--- src/design/tpq_pkg.sv ---
// shared types and codes for the three-class priority queue
package tpq_pkg;

	localparam int DEFAULT_DEPTH = 16;
	localparam int DEFAULT_PAYLOAD_WIDTH = 16;

	typedef enum logic {
		OP_INSERT = 1'b0,
		OP_REMOVE = 1'b1
	} opcode_t;

	typedef enum logic [1:0] {
		ERR_NONE  = 2'd0,
		ERR_FULL  = 2'd1,
		ERR_RANGE = 2'd2
	} err_code_t;

	localparam logic [1:0] CLASS_HIGH   = 2'd0;
	localparam logic [1:0] CLASS_MIDDLE = 2'd1;
	localparam logic [1:0] CLASS_LOW    = 2'd2;

	// broadcast to every cell of the chain
	typedef struct packed {
		logic insert;
		logic remove;
	} chain_op_t;

endpackage

--- src/design/tpq_cell.sv ---
// one queue cell: holds, loads a new entry, or takes its left or right neighbor
module tpq_cell
	import tpq_pkg::*;
#(
	parameter int PAYLOAD_WIDTH = DEFAULT_PAYLOAD_WIDTH,
	parameter int CNT_W = 5,
	parameter int INDEX = 0
) (
	input  logic                     clk,
	input  chain_op_t                op,
	input  logic [CNT_W-1:0]         at,
	input  logic [CNT_W-1:0]         pos,
	input  logic [CNT_W-1:0]         total,
	input  logic [PAYLOAD_WIDTH-1:0] new_payload,
	input  logic [1:0]               new_class,
	input  logic [PAYLOAD_WIDTH-1:0] left_payload,
	input  logic [1:0]               left_class,
	input  logic [PAYLOAD_WIDTH-1:0] right_payload,
	input  logic [1:0]               right_class,
	output logic [PAYLOAD_WIDTH-1:0] stored_payload,
	output logic [1:0]               stored_class
);

	localparam logic [CNT_W:0] IDX = (CNT_W+1)'(INDEX);

	logic [CNT_W:0] at_x, pos_x, total_x;
	logic           load_new, take_left, take_right;
	logic [PAYLOAD_WIDTH-1:0] payload_q;
	logic [1:0]               class_q;

	assign at_x    = {1'b0, at};
	assign pos_x   = {1'b0, pos};
	assign total_x = {1'b0, total};

	// insert: new entry lands at its slot, entries behind it move one back
	// remove: entries behind the gap move one forward
	assign load_new   = op.insert && (IDX == at_x);
	assign take_left  = op.insert && (IDX > at_x) && (IDX <= total_x);
	assign take_right = op.remove && (IDX >= pos_x) && ((IDX + 1'b1) < total_x);

	always_ff @(posedge clk) begin
		if (load_new) begin
			payload_q <= new_payload;
			class_q   <= new_class;
		end else if (take_left) begin
			payload_q <= left_payload;
			class_q   <= left_class;
		end else if (take_right) begin
			payload_q <= right_payload;
			class_q   <= right_class;
		end
	end

	assign stored_payload = payload_q;
	assign stored_class   = class_q;

endmodule

--- src/design/three_class_priority_queue_core.sv ---
// top level of the three-class priority queue: cell chain, counters, result register
// a result beat is registered and appears in the cycle after its item beat is accepted
// throughput: one item per cycle; every cell shifts, holds or loads in the accept cycle
// an item is held off only while the result register is full and stalled
// reset (arst_n low, asynchronous) empties the queue and clears the result valid flag;
// cell contents are not reset and are only read below the current length
module three_class_priority_queue_core
	import tpq_pkg::*;
#(
	parameter int DEPTH = DEFAULT_DEPTH,
	parameter int PAYLOAD_WIDTH = DEFAULT_PAYLOAD_WIDTH,
	localparam int CNT_W = $clog2(DEPTH + 1),
	localparam int POS_W = $clog2(DEPTH)
) (
	input  logic                     clk,
	input  logic                     arst_n,
	// item channel
	input  logic                     item_valid,
	output logic                     item_stall,
	input  logic                     opcode,
	input  logic [1:0]               entry_class,
	input  logic [PAYLOAD_WIDTH-1:0] entry_payload,
	input  logic [POS_W-1:0]         position,
	// result channel
	output logic                     result_valid,
	input  logic                     result_stall,
	output logic                     removed_valid,
	output logic [PAYLOAD_WIDTH-1:0] removed_payload,
	output logic [1:0]               removed_class,
	output logic [1:0]               error_code,
	output logic [CNT_W-1:0]         queue_length,
	output logic [CNT_W-1:0]         high_class_end,
	output logic [CNT_W-1:0]         middle_class_end
);

	// class boundaries and length
	logic [CNT_W-1:0] hi_q, mid_q, tot_q;
	logic [CNT_W-1:0] hi_d, mid_d, tot_d;

	// result register
	logic                     res_valid_q;
	logic                     rem_valid_q;
	logic [PAYLOAD_WIDTH-1:0] rem_payload_q;
	logic [1:0]               rem_class_q;
	err_code_t                err_q;

	logic             accept;
	logic             is_insert, is_remove;
	logic             full, in_range;
	logic [1:0]       cls_eff;
	logic [CNT_W-1:0] pos_ext;
	logic [CNT_W-1:0] at;
	chain_op_t        op;
	err_code_t        err_d;

	// cell chain taps
	logic [PAYLOAD_WIDTH-1:0] cell_payload [DEPTH];
	logic [1:0]               cell_class   [DEPTH];
	logic [PAYLOAD_WIDTH-1:0] rd_payload;
	logic [1:0]               rd_class;

	// new item is taken whenever the result register will be free
	assign item_stall = res_valid_q && result_stall;
	assign accept     = item_valid && !item_stall;

	assign is_insert = (opcode == OP_INSERT);
	assign is_remove = (opcode == OP_REMOVE);

	// class three folds into the lowest class
	assign cls_eff = (entry_class > CLASS_LOW) ? CLASS_LOW : entry_class;
	assign pos_ext = CNT_W'(position);

	assign full     = (tot_q == CNT_W'(DEPTH));
	assign in_range = (pos_ext < tot_q);

	assign op.insert = accept && is_insert && !full;
	assign op.remove = accept && is_remove && in_range;

	// insert slot sits right after the last entry of the class
	always_comb begin
		case (cls_eff)
			CLASS_HIGH:   at = hi_q;
			CLASS_MIDDLE: at = mid_q;
			default:      at = tot_q;
		endcase
	end

	// boundary bookkeeping
	always_comb begin
		hi_d  = hi_q;
		mid_d = mid_q;
		tot_d = tot_q;
		if (op.insert) begin
			tot_d = tot_q + CNT_W'(1);
			if (cls_eff == CLASS_HIGH || cls_eff == CLASS_MIDDLE) begin
				mid_d = mid_q + CNT_W'(1);
			end
			if (cls_eff == CLASS_HIGH) begin
				hi_d = hi_q + CNT_W'(1);
			end
		end else if (op.remove) begin
			tot_d = tot_q - CNT_W'(1);
			if (pos_ext < mid_q) begin
				mid_d = mid_q - CNT_W'(1);
			end
			if (pos_ext < hi_q) begin
				hi_d = hi_q - CNT_W'(1);
			end
		end
	end

	always_comb begin
		err_d = ERR_NONE;
		if (is_insert && full) begin
			err_d = ERR_FULL;
		end else if (is_remove && !in_range) begin
			err_d = ERR_RANGE;
		end
	end

	// the chain: each cell sees its two neighbors, ends tied off
	for (genvar i = 0; i < DEPTH; i++) begin : g_cell
		logic [PAYLOAD_WIDTH-1:0] left_p, right_p;
		logic [1:0]               left_c, right_c;

		if (i == 0) begin : g_head
			assign left_p = '0;
			assign left_c = '0;
		end else begin : g_mid_l
			assign left_p = cell_payload[i-1];
			assign left_c = cell_class[i-1];
		end

		if (i == DEPTH - 1) begin : g_tail
			assign right_p = '0;
			assign right_c = '0;
		end else begin : g_mid_r
			assign right_p = cell_payload[i+1];
			assign right_c = cell_class[i+1];
		end

		tpq_cell #(
			.PAYLOAD_WIDTH (PAYLOAD_WIDTH),
			.CNT_W         (CNT_W),
			.INDEX         (i)
		) u_cell (
			.clk            (clk),
			.op             (op),
			.at             (at),
			.pos            (pos_ext),
			.total          (tot_q),
			.new_payload    (entry_payload),
			.new_class      (cls_eff),
			.left_payload   (left_p),
			.left_class     (left_c),
			.right_payload  (right_p),
			.right_class    (right_c),
			.stored_payload (cell_payload[i]),
			.stored_class   (cell_class[i])
		);
	end

	// pick the entry under the removal position, zero when nothing matches
	always_comb begin
		rd_payload = '0;
		rd_class   = '0;
		for (int i = 0; i < DEPTH; i++) begin
			if (pos_ext == CNT_W'(i)) begin
				rd_payload = rd_payload | cell_payload[i];
				rd_class   = rd_class | cell_class[i];
			end
		end
	end

	always_ff @(posedge clk or negedge arst_n) begin
		if (!arst_n) begin
			hi_q        <= '0;
			mid_q       <= '0;
			tot_q       <= '0;
			res_valid_q <= 1'b0;
		end else begin
			hi_q  <= hi_d;
			mid_q <= mid_d;
			tot_q <= tot_d;
			if (accept) begin
				res_valid_q <= 1'b1;
			end else if (!result_stall) begin
				res_valid_q <= 1'b0;
			end
		end
	end

	// result beat payload, loaded with each accepted item
	always_ff @(posedge clk) begin
		if (accept) begin
			rem_valid_q   <= op.remove;
			rem_payload_q <= op.remove ? rd_payload : '0;
			rem_class_q   <= op.remove ? rd_class : '0;
			err_q         <= err_d;
		end
	end

	assign result_valid     = res_valid_q;
	assign removed_valid    = rem_valid_q;
	assign removed_payload  = rem_payload_q;
	assign removed_class    = rem_class_q;
	assign error_code       = err_q;
	// boundaries after the item are what the registers now hold
	assign queue_length     = tot_q;
	assign high_class_end   = hi_q;
	assign middle_class_end = mid_q;

endmodule
--- config.mk ---
export PLATFORM = sky130hd
export DESIGN_NAME = three_class_priority_queue_core
export DESIGN_NICKNAME = d
export VERILOG_FILES = /design/src/design/tpq_pkg.sv /design/src/design/tpq_cell.sv /design/src/design/three_class_priority_queue_core.sv
export SDC_FILE = /design/constraint.sdc
export NUM_CORES = 1
export LEC_CHECK = 0
export BUFFER_PORTS_ARGS = -buffer_cell sky130_fd_sc_hd__buf_2
export CORE_ASPECT_RATIO = 0.6
export CORE_MARGIN = 2
export CORE_UTILIZATION = 30
export DETAILED_ROUTE_END_ITERATION = 16
export SETUP_SLACK_MARGIN = 0.1
export SKIP_LAST_GASP = 1
export SLEW_MARGIN = 10
export SYNTH_ARGS = -nofsm -noshare
export SYNTH_HDL_FRONTEND = slang
export SYNTH_SLANG_ARGS = --single-unit
--- constraint.sdc ---
create_clock -name clk -period 4.5 [get_ports clk]
set_input_delay 0.9 -clock clk [delete_from_list [all_inputs] [get_ports clk]]
set_output_delay 0.9 -clock clk [all_outputs]
set_load 0.1 [all_outputs]
==> Yosys cells after proc, flatten, opt, wreduce, memory -nomap -nowiden <==
Cells that the tools add are included.
{ "totals": {"word_cells": 439, "inputBits": 27, "regBits": 325} }
{ "classes": {"order_cmp": 68, "n_addsub": 6, "reduce_logical": 116, "eq_ne": 35, "n_mux": 143, "bitwise_logic": 31} }
{ "ops": {"columns": ["op", "n"], "rows": [
  ["16-bit 2-to-1 mux", 64],
  ["16-bit bitwise OR", 15],
  ["2-bit 2-to-1 mux", 66],
  ["1-bit logical AND", 88],
  ["5-bit 2-to-1 mux", 10],
  ["3-bit nonzero test", 16],
  ["4-bit by 5-bit == test with 1-bit output, first input constant", 8],
  ["4-bit by 5-bit greater-than comparator with 1-bit output, first input constant", 8],
  ["4-bit by 5-bit <= comparator with 1-bit output, first input constant", 8],
  ["4-bit by 5-bit less-than comparator with 1-bit output, first input constant", 8],
  ["4-bit == test, second input constant", 8],
  ["4-bit greater-or-equal comparator, first input constant", 8],
  ["2-bit bitwise OR", 15],
  ["3-bit by 5-bit == test with 1-bit output, first input constant", 4],
  ["3-bit by 5-bit greater-than comparator with 1-bit output, first input constant", 4],
  ["3-bit by 5-bit <= comparator with 1-bit output, first input constant", 4],
  ["3-bit by 5-bit less-than comparator with 1-bit output, first input constant", 4],
  ["4-bit by 3-bit == test with 1-bit output, second input constant", 4],
  ["3-bit by 4-bit greater-or-equal comparator with 1-bit output, first input constant", 4],
  ["5-bit by 1-bit adder with 5-bit output, second input constant", 3],
  ["4-bit by 5-bit less-than comparator with 1-bit output", 3],
  ["5-bit by 1-bit subtractor with 5-bit output, second input constant", 3],
  ["2-bit by 5-bit == test with 1-bit output, first input constant", 2],
  ["1-bit by 5-bit greater-than comparator with 1-bit output, first input constant", 2],
  ["other kinds (26)", 40]
]} }

==> Depth between registers and ports, before layout <==
{ "depth": {"ltp_word": 32, "mapped_depth": 13, "depth_no_buf": 11} }

==> Hierarchy <==
A second synthesis with hierarchy kept.
{ "unflattened": {"hier_cells": 1977, "hier_area_um2": 22965.8} }
{ "by_module_without_submodules": {"columns": ["module", "area_per_inst_um2", "n_inst", "cells_per_inst"], "rows": [
  ["three_class_priority_queue_core", 4549.4, 1, 339],
  ["tpq_cell at g_cell[15].u_cell", 1377.6, 1, 133],
  ["tpq_cell at g_cell[12].u_cell", 1306.3, 1, 115],
  ["tpq_cell at g_cell[13].u_cell", 1280.0, 1, 116],
  ["tpq_cell at g_cell[10].u_cell", 1266.2, 1, 115],
  ["tpq_cell at g_cell[5].u_cell", 1219.9, 1, 114],
  ["tpq_cell at g_cell[2].u_cell", 1212.4, 1, 114],
  ["tpq_cell at g_cell[7].u_cell", 1204.9, 1, 93],
  ["tpq_cell at g_cell[14].u_cell", 1201.2, 1, 111],
  ["tpq_cell at g_cell[8].u_cell", 1192.4, 1, 113],
  ["tpq_cell at g_cell[11].u_cell", 1134.8, 1, 112],
  ["tpq_cell at g_cell[3].u_cell", 1096.1, 1, 92],
  ["tpq_cell at g_cell[4].u_cell", 1078.5, 1, 114],
  ["tpq_cell at g_cell[1].u_cell", 1018.5, 1, 108],
  ["+3 rows", null, null, null]
]} }

==> Worst setup path before layout <==
Ideal clock, no wire load.
{ "synth_timing": {"path_type": "register -> register", "from": "register tot_q[1] (netlist: queue_length[1])", "to": "register g_cell[11].u_cell.class_q[0] (enable)", "setup_ns": 0.458, "t_arrival_ns": 4.544, "stages_incl_launch_ff": 8, "setup_slack_ns": -0.502, "n_path_buf": 1, "path_cell_list": "dfrtp_1 inv_1 ha_1 a21o_1 a21oi_1 o21ai_0 clkbuf_1 o311ai_0"} }
{ "synth_between": {"elab_chain_cells": 6, "word_cells_on_any_way": 16, "classes_between": "4 x order compare; 2 x eq/ne; 1 x mux; 9 x reduce/logical"} }
{ "synth_rtl": {"columns": ["element", "line", "text"], "rows": [
  ["start: declaration", "three_class_priority_queue_core.sv:37", "logic [CNT_W-1:0] hi_q, mid_q, tot_q;"],
  ["start signal: assignment", "three_class_priority_queue_core.sv:184", "tot_q <= tot_d;"],
  ["branches (longest 5 deep; another with 4-bit by 5-bit greater-than comparator with 1-bit output)", null, null],
  ["3-bit nonzero test (no source line) *", null, null],
  ["end signal: assignment", "tpq_cell.sv:44", "class_q <= new_class;"],
  ["end signal: assignment", "tpq_cell.sv:47", "class_q <= left_class;"],
  ["end signal: assignment", "tpq_cell.sv:50", "class_q <= right_class;"],
  ["end: declaration", "tpq_cell.sv:29", "logic [1:0] class_q;"]
]} }
Mark *: on every way between the ends.
A chain may end at the register's enable or synchronous reset.

==> Worst setup path after layout <==
{ "layout_timing": {"from": "register tot_q[1] (netlist: queue_length[1])", "to": "register g_cell[6].u_cell.payload_q[15] (enable)"} }
{ "layout_between": {"elab_chain_cells": 6, "word_cells_on_any_way": 16, "classes_between": "4 x order compare; 2 x eq/ne; 1 x mux; 9 x reduce/logical"} }
{ "layout_rtl": {"columns": ["element", "line", "text"], "rows": [
  ["branches (longest 5 deep; another with 3-bit by 5-bit greater-than comparator with 1-bit output)", null, null],
  ["3-bit nonzero test (no source line) *", null, null],
  ["end signal: assignment", "tpq_cell.sv:43", "payload_q <= new_payload;"],
  ["end signal: assignment", "tpq_cell.sv:46", "payload_q <= left_payload;"],
  ["end signal: assignment", "tpq_cell.sv:49", "payload_q <= right_payload;"],
  ["end: declaration", "tpq_cell.sv:28", "logic [PAYLOAD_WIDTH-1:0] payload_q;"]
]} }
Marked as above.

==> out/metrics.cfg <==
[cts]
cts.path.max_buffers=3
cts_setup_buffers=0
numClockSinks=325
cts_made_buffers=37
htreeDepth=2
cts_hold_buffers=0
clock-root-buffer=clkbuf_16
insertion_delay_ns=0.55
cts-resized-gates=0
cts_tree=built
clk_pin_slew_ns=0.06

[setup_path]
cp-end-kind=flip-flop
required_ns=4.65
regToRegSetupSlack_ns=0.80
r2r-start=queue_length[1]
worstReg2RegEnd=g_cell[6].u_cell.stored_payload[15]
crit_path_max_fanout=18
crit_arrival_ns=3.85
start_kind=flip-flop
worstRegToRegCells=7
path_class=flip-flop to flip-flop

[routing]
num_vias=15620
dr.pass1.iters=6
avgRoutedWirePerCell_um=26.81
wirelength_um=71550
drt_iter0_markers=2807
viasPerCell=5.851
ant_nets=0
drc=0

[synthesis]
yosys.area.top_type=edfxtp_1
yosysUniqueCellTypes=69
syn_inst=1765
synth_top_area_frac=0.4897
synth-edff-count=309
syn_nets=1814
netlist_area_sq_mm=0.01895
ys_seq_area_frac=0.5108
yosys_most_used_dff=edfxtp_1
synth_area_per_cell_sq_um=10.74
ys_warn_count=0
synth_area_leaders=edfxtp_1, mux2i_1, nor2_1
async_flop_share=0.04923
synth-seq-cells=325

[die]
die_w_um=328.5
top_level_ports=65
die_area_sq_mm=0.06526
fp-row-count=71
core-area_sq_mm=0.06254
start_util=0.3030
die_y_um=198.7

[global_route]
grt-ovfl-total=0
grt_max_degree=38
grt_pass1_vias=14460
globalRouteTotalUtil=0.2154
antenna_found_initial=8
grt_pass1_wl_um=103600

[timing]
setup_ws_ns=0.7988
worst_pin_slew_ns=1.227
fin_crit_sh=0.8225
rsz0062_at_grt=no
skew_ns=0.02573
min_period_ns=3.701
tns_ns=0
finalSetupViolations=0
relSlewSlack=0.1819
hold_viol=0
fmax_mhz=270.2
slew_viol_final=0

[final_layout]
final_core_util=0.3448
fin_nets=1847
synthToLayoutAreaGrowth_pct=13.79
final_area_sq_mm=0.02156
drive_gt1_frac=0.1325
fillerInstances=6228

[place]
portBuffers=64
hpwl_um=50990
pre_cts_ws_ns=0.6358
placed_cell_area_sq_mm=0.02042
gp_congestion=0.9718

[run]
max_cap_violations=0

[power_and_ir_drop]
p_per_area_mw_per_mm2=510.1
peakVddDrop_mv=0.4573
leakagePower_uw=0.007912

[status]
status=completed

[worst_hold_path]
hold_class=input pin to asynchronous set/reset pin

-- synthesized netlist by cell type (19+ instances only) --
library cell	number
a21o_1	25
a21oi_1	144
a221oi_1	36
a22o_1	67
a22oi_1	22
a31oi_1	19
buf_2	24
clkbuf_1	95
edfxtp_1	309
ha_1	20
inv_1	25
mux2i_1	258
nand2_1	154
nor2_1	202
o21ai_0	97
o21ai_1	46
o22ai_1	22
-- cell usage in the layout (no fill, tap or decap), types with 5 or more instances in the layout --
master     synthesis  routed
a21o_1            25      25
mux2i_1          258     258
buf_2             24      64
o21ai_0           97      94
o22ai_1           22      22
buf_4             13      67
clkinv_1           0      11
nor2_1           202     202
mux2_2            16      16
nor3_2             8       6
nand2b_1           8       8
a221oi_1          36      36
nand3_1           16      16
clkbuf_16          0      39
o21ai_2            2       5
nand2_1          154     154
a31oi_1           19      19
xnor2_1            8       8
nor3_4             1       6
ha_1              20      20
inv_1             25      25
dfrtp_1           16      16
edfxtp_1         309     309
o221ai_1           5       5
o21a_1             5       5
a2111oi_0         16      16
clkbuf_1          95       6
a22oi_1           22      22
nor3_1            10       7
a22o_1            67      67
clkinv_2           0       5
a21oi_1          144     143
o21ai_1           46      45
-- cell type report --
| class | instances | area [sq um] | area share |
|---|---|---|---|
| inverters | 26 | 97.59 | 0.004526 |
| well taps | 839 | 1050 | 0.04869 |
| clock buffers | 45 | 998.5 | 0.04631 |
| clock inverters | 22 | 136.4 | 0.006325 |
| flip-flops and latches | 325 | 9679 | 0.4489 |
| diodes | 4 | 10.01 | 0.0004642 |
| repair buffers | 133 | 863.3 | 0.04004 |
| multi-input cells | 1275 | 8727 | 0.4047 |
-- worst max-delay path: stages (launching register included) --
cell and delay, ns:
dfrtp_1 0.53, inv_1 0.22, ha_1 0.26, nand4bb_1 0.13
nor3b_4 0.44, nand3_1 0.46, nor3_2 0.33, a311o_1 0.91
-- worst max-delay path by stage --
stage / cells after the start / startpoint / end
floorplan: 8 / queue_length[1] / g_cell[8].u_cell.stored_class[0]
global placement: 7 / entry_class[1] / g_cell[11].u_cell.stored_payload[7]
detailed placement: 6 / entry_class[1] / g_cell[6].u_cell.stored_payload[14]
CTS: 7 / queue_length[0] / g_cell[6].u_cell.stored_payload[1]
global route: 7 / queue_length[0] / g_cell[6].u_cell.stored_payload[15]
finish: 7 / queue_length[1] / g_cell[6].u_cell.stored_payload[15]
-- registers in the layout, summed over array words and instances, names as in the netlist --
signal / cells
result_valid: 1
error_code: 2
queue_length: 5
removed_payload: 16
g_cell.u_cell.stored_payload: 256
middle_class_end: 5
removed_class: 2
g_cell.u_cell.stored_class: 32
high_class_end: 5
removed_valid: 1
-- power by group --
part	leakage [uW]	internal, uW	switching, uW
registers	0.00302	3960	553
logic	0.00435	1020	2500
clock network	0.000548	1640	1320
total	0.00791	6620	4380
-- through the flow --
step	power, uW	instances	hold slack (ns)
global route	11380	2669	0.3083
global placement	7908	2598	0.5387
floorplan	6747	1765	0.5432
detailed placement	7978	2598	0.5373
CTS	10910	2665	0.2929
finish	11000	2669	0.2834
-- kinds of logic after synthesis --
kind of cell / synth area share
xor gates and xnor gates: 0.004622
DFF: 0.5108
muxes: 0.1501
and+or+nand+nor: 0.09693
buffers and inverters: 0.03843
adders and majority gates: 0.01532
AOI/OAI and AO/OA: 0.1838
-- per-layer routing --
layer | vias to the layer above | share of wire | GRT usage
met5 | - | 0.00018 | 0
met4 | 2 | 0.016 | 0.03738
met3 | 81 | 0.17 | 0.09384
met2 | 1174 | 0.36 | 0.2663
met1 | 7583 | 0.45 | 0.3357
li1 | 6775 | - | -
(Power assumes the default switching activity.)
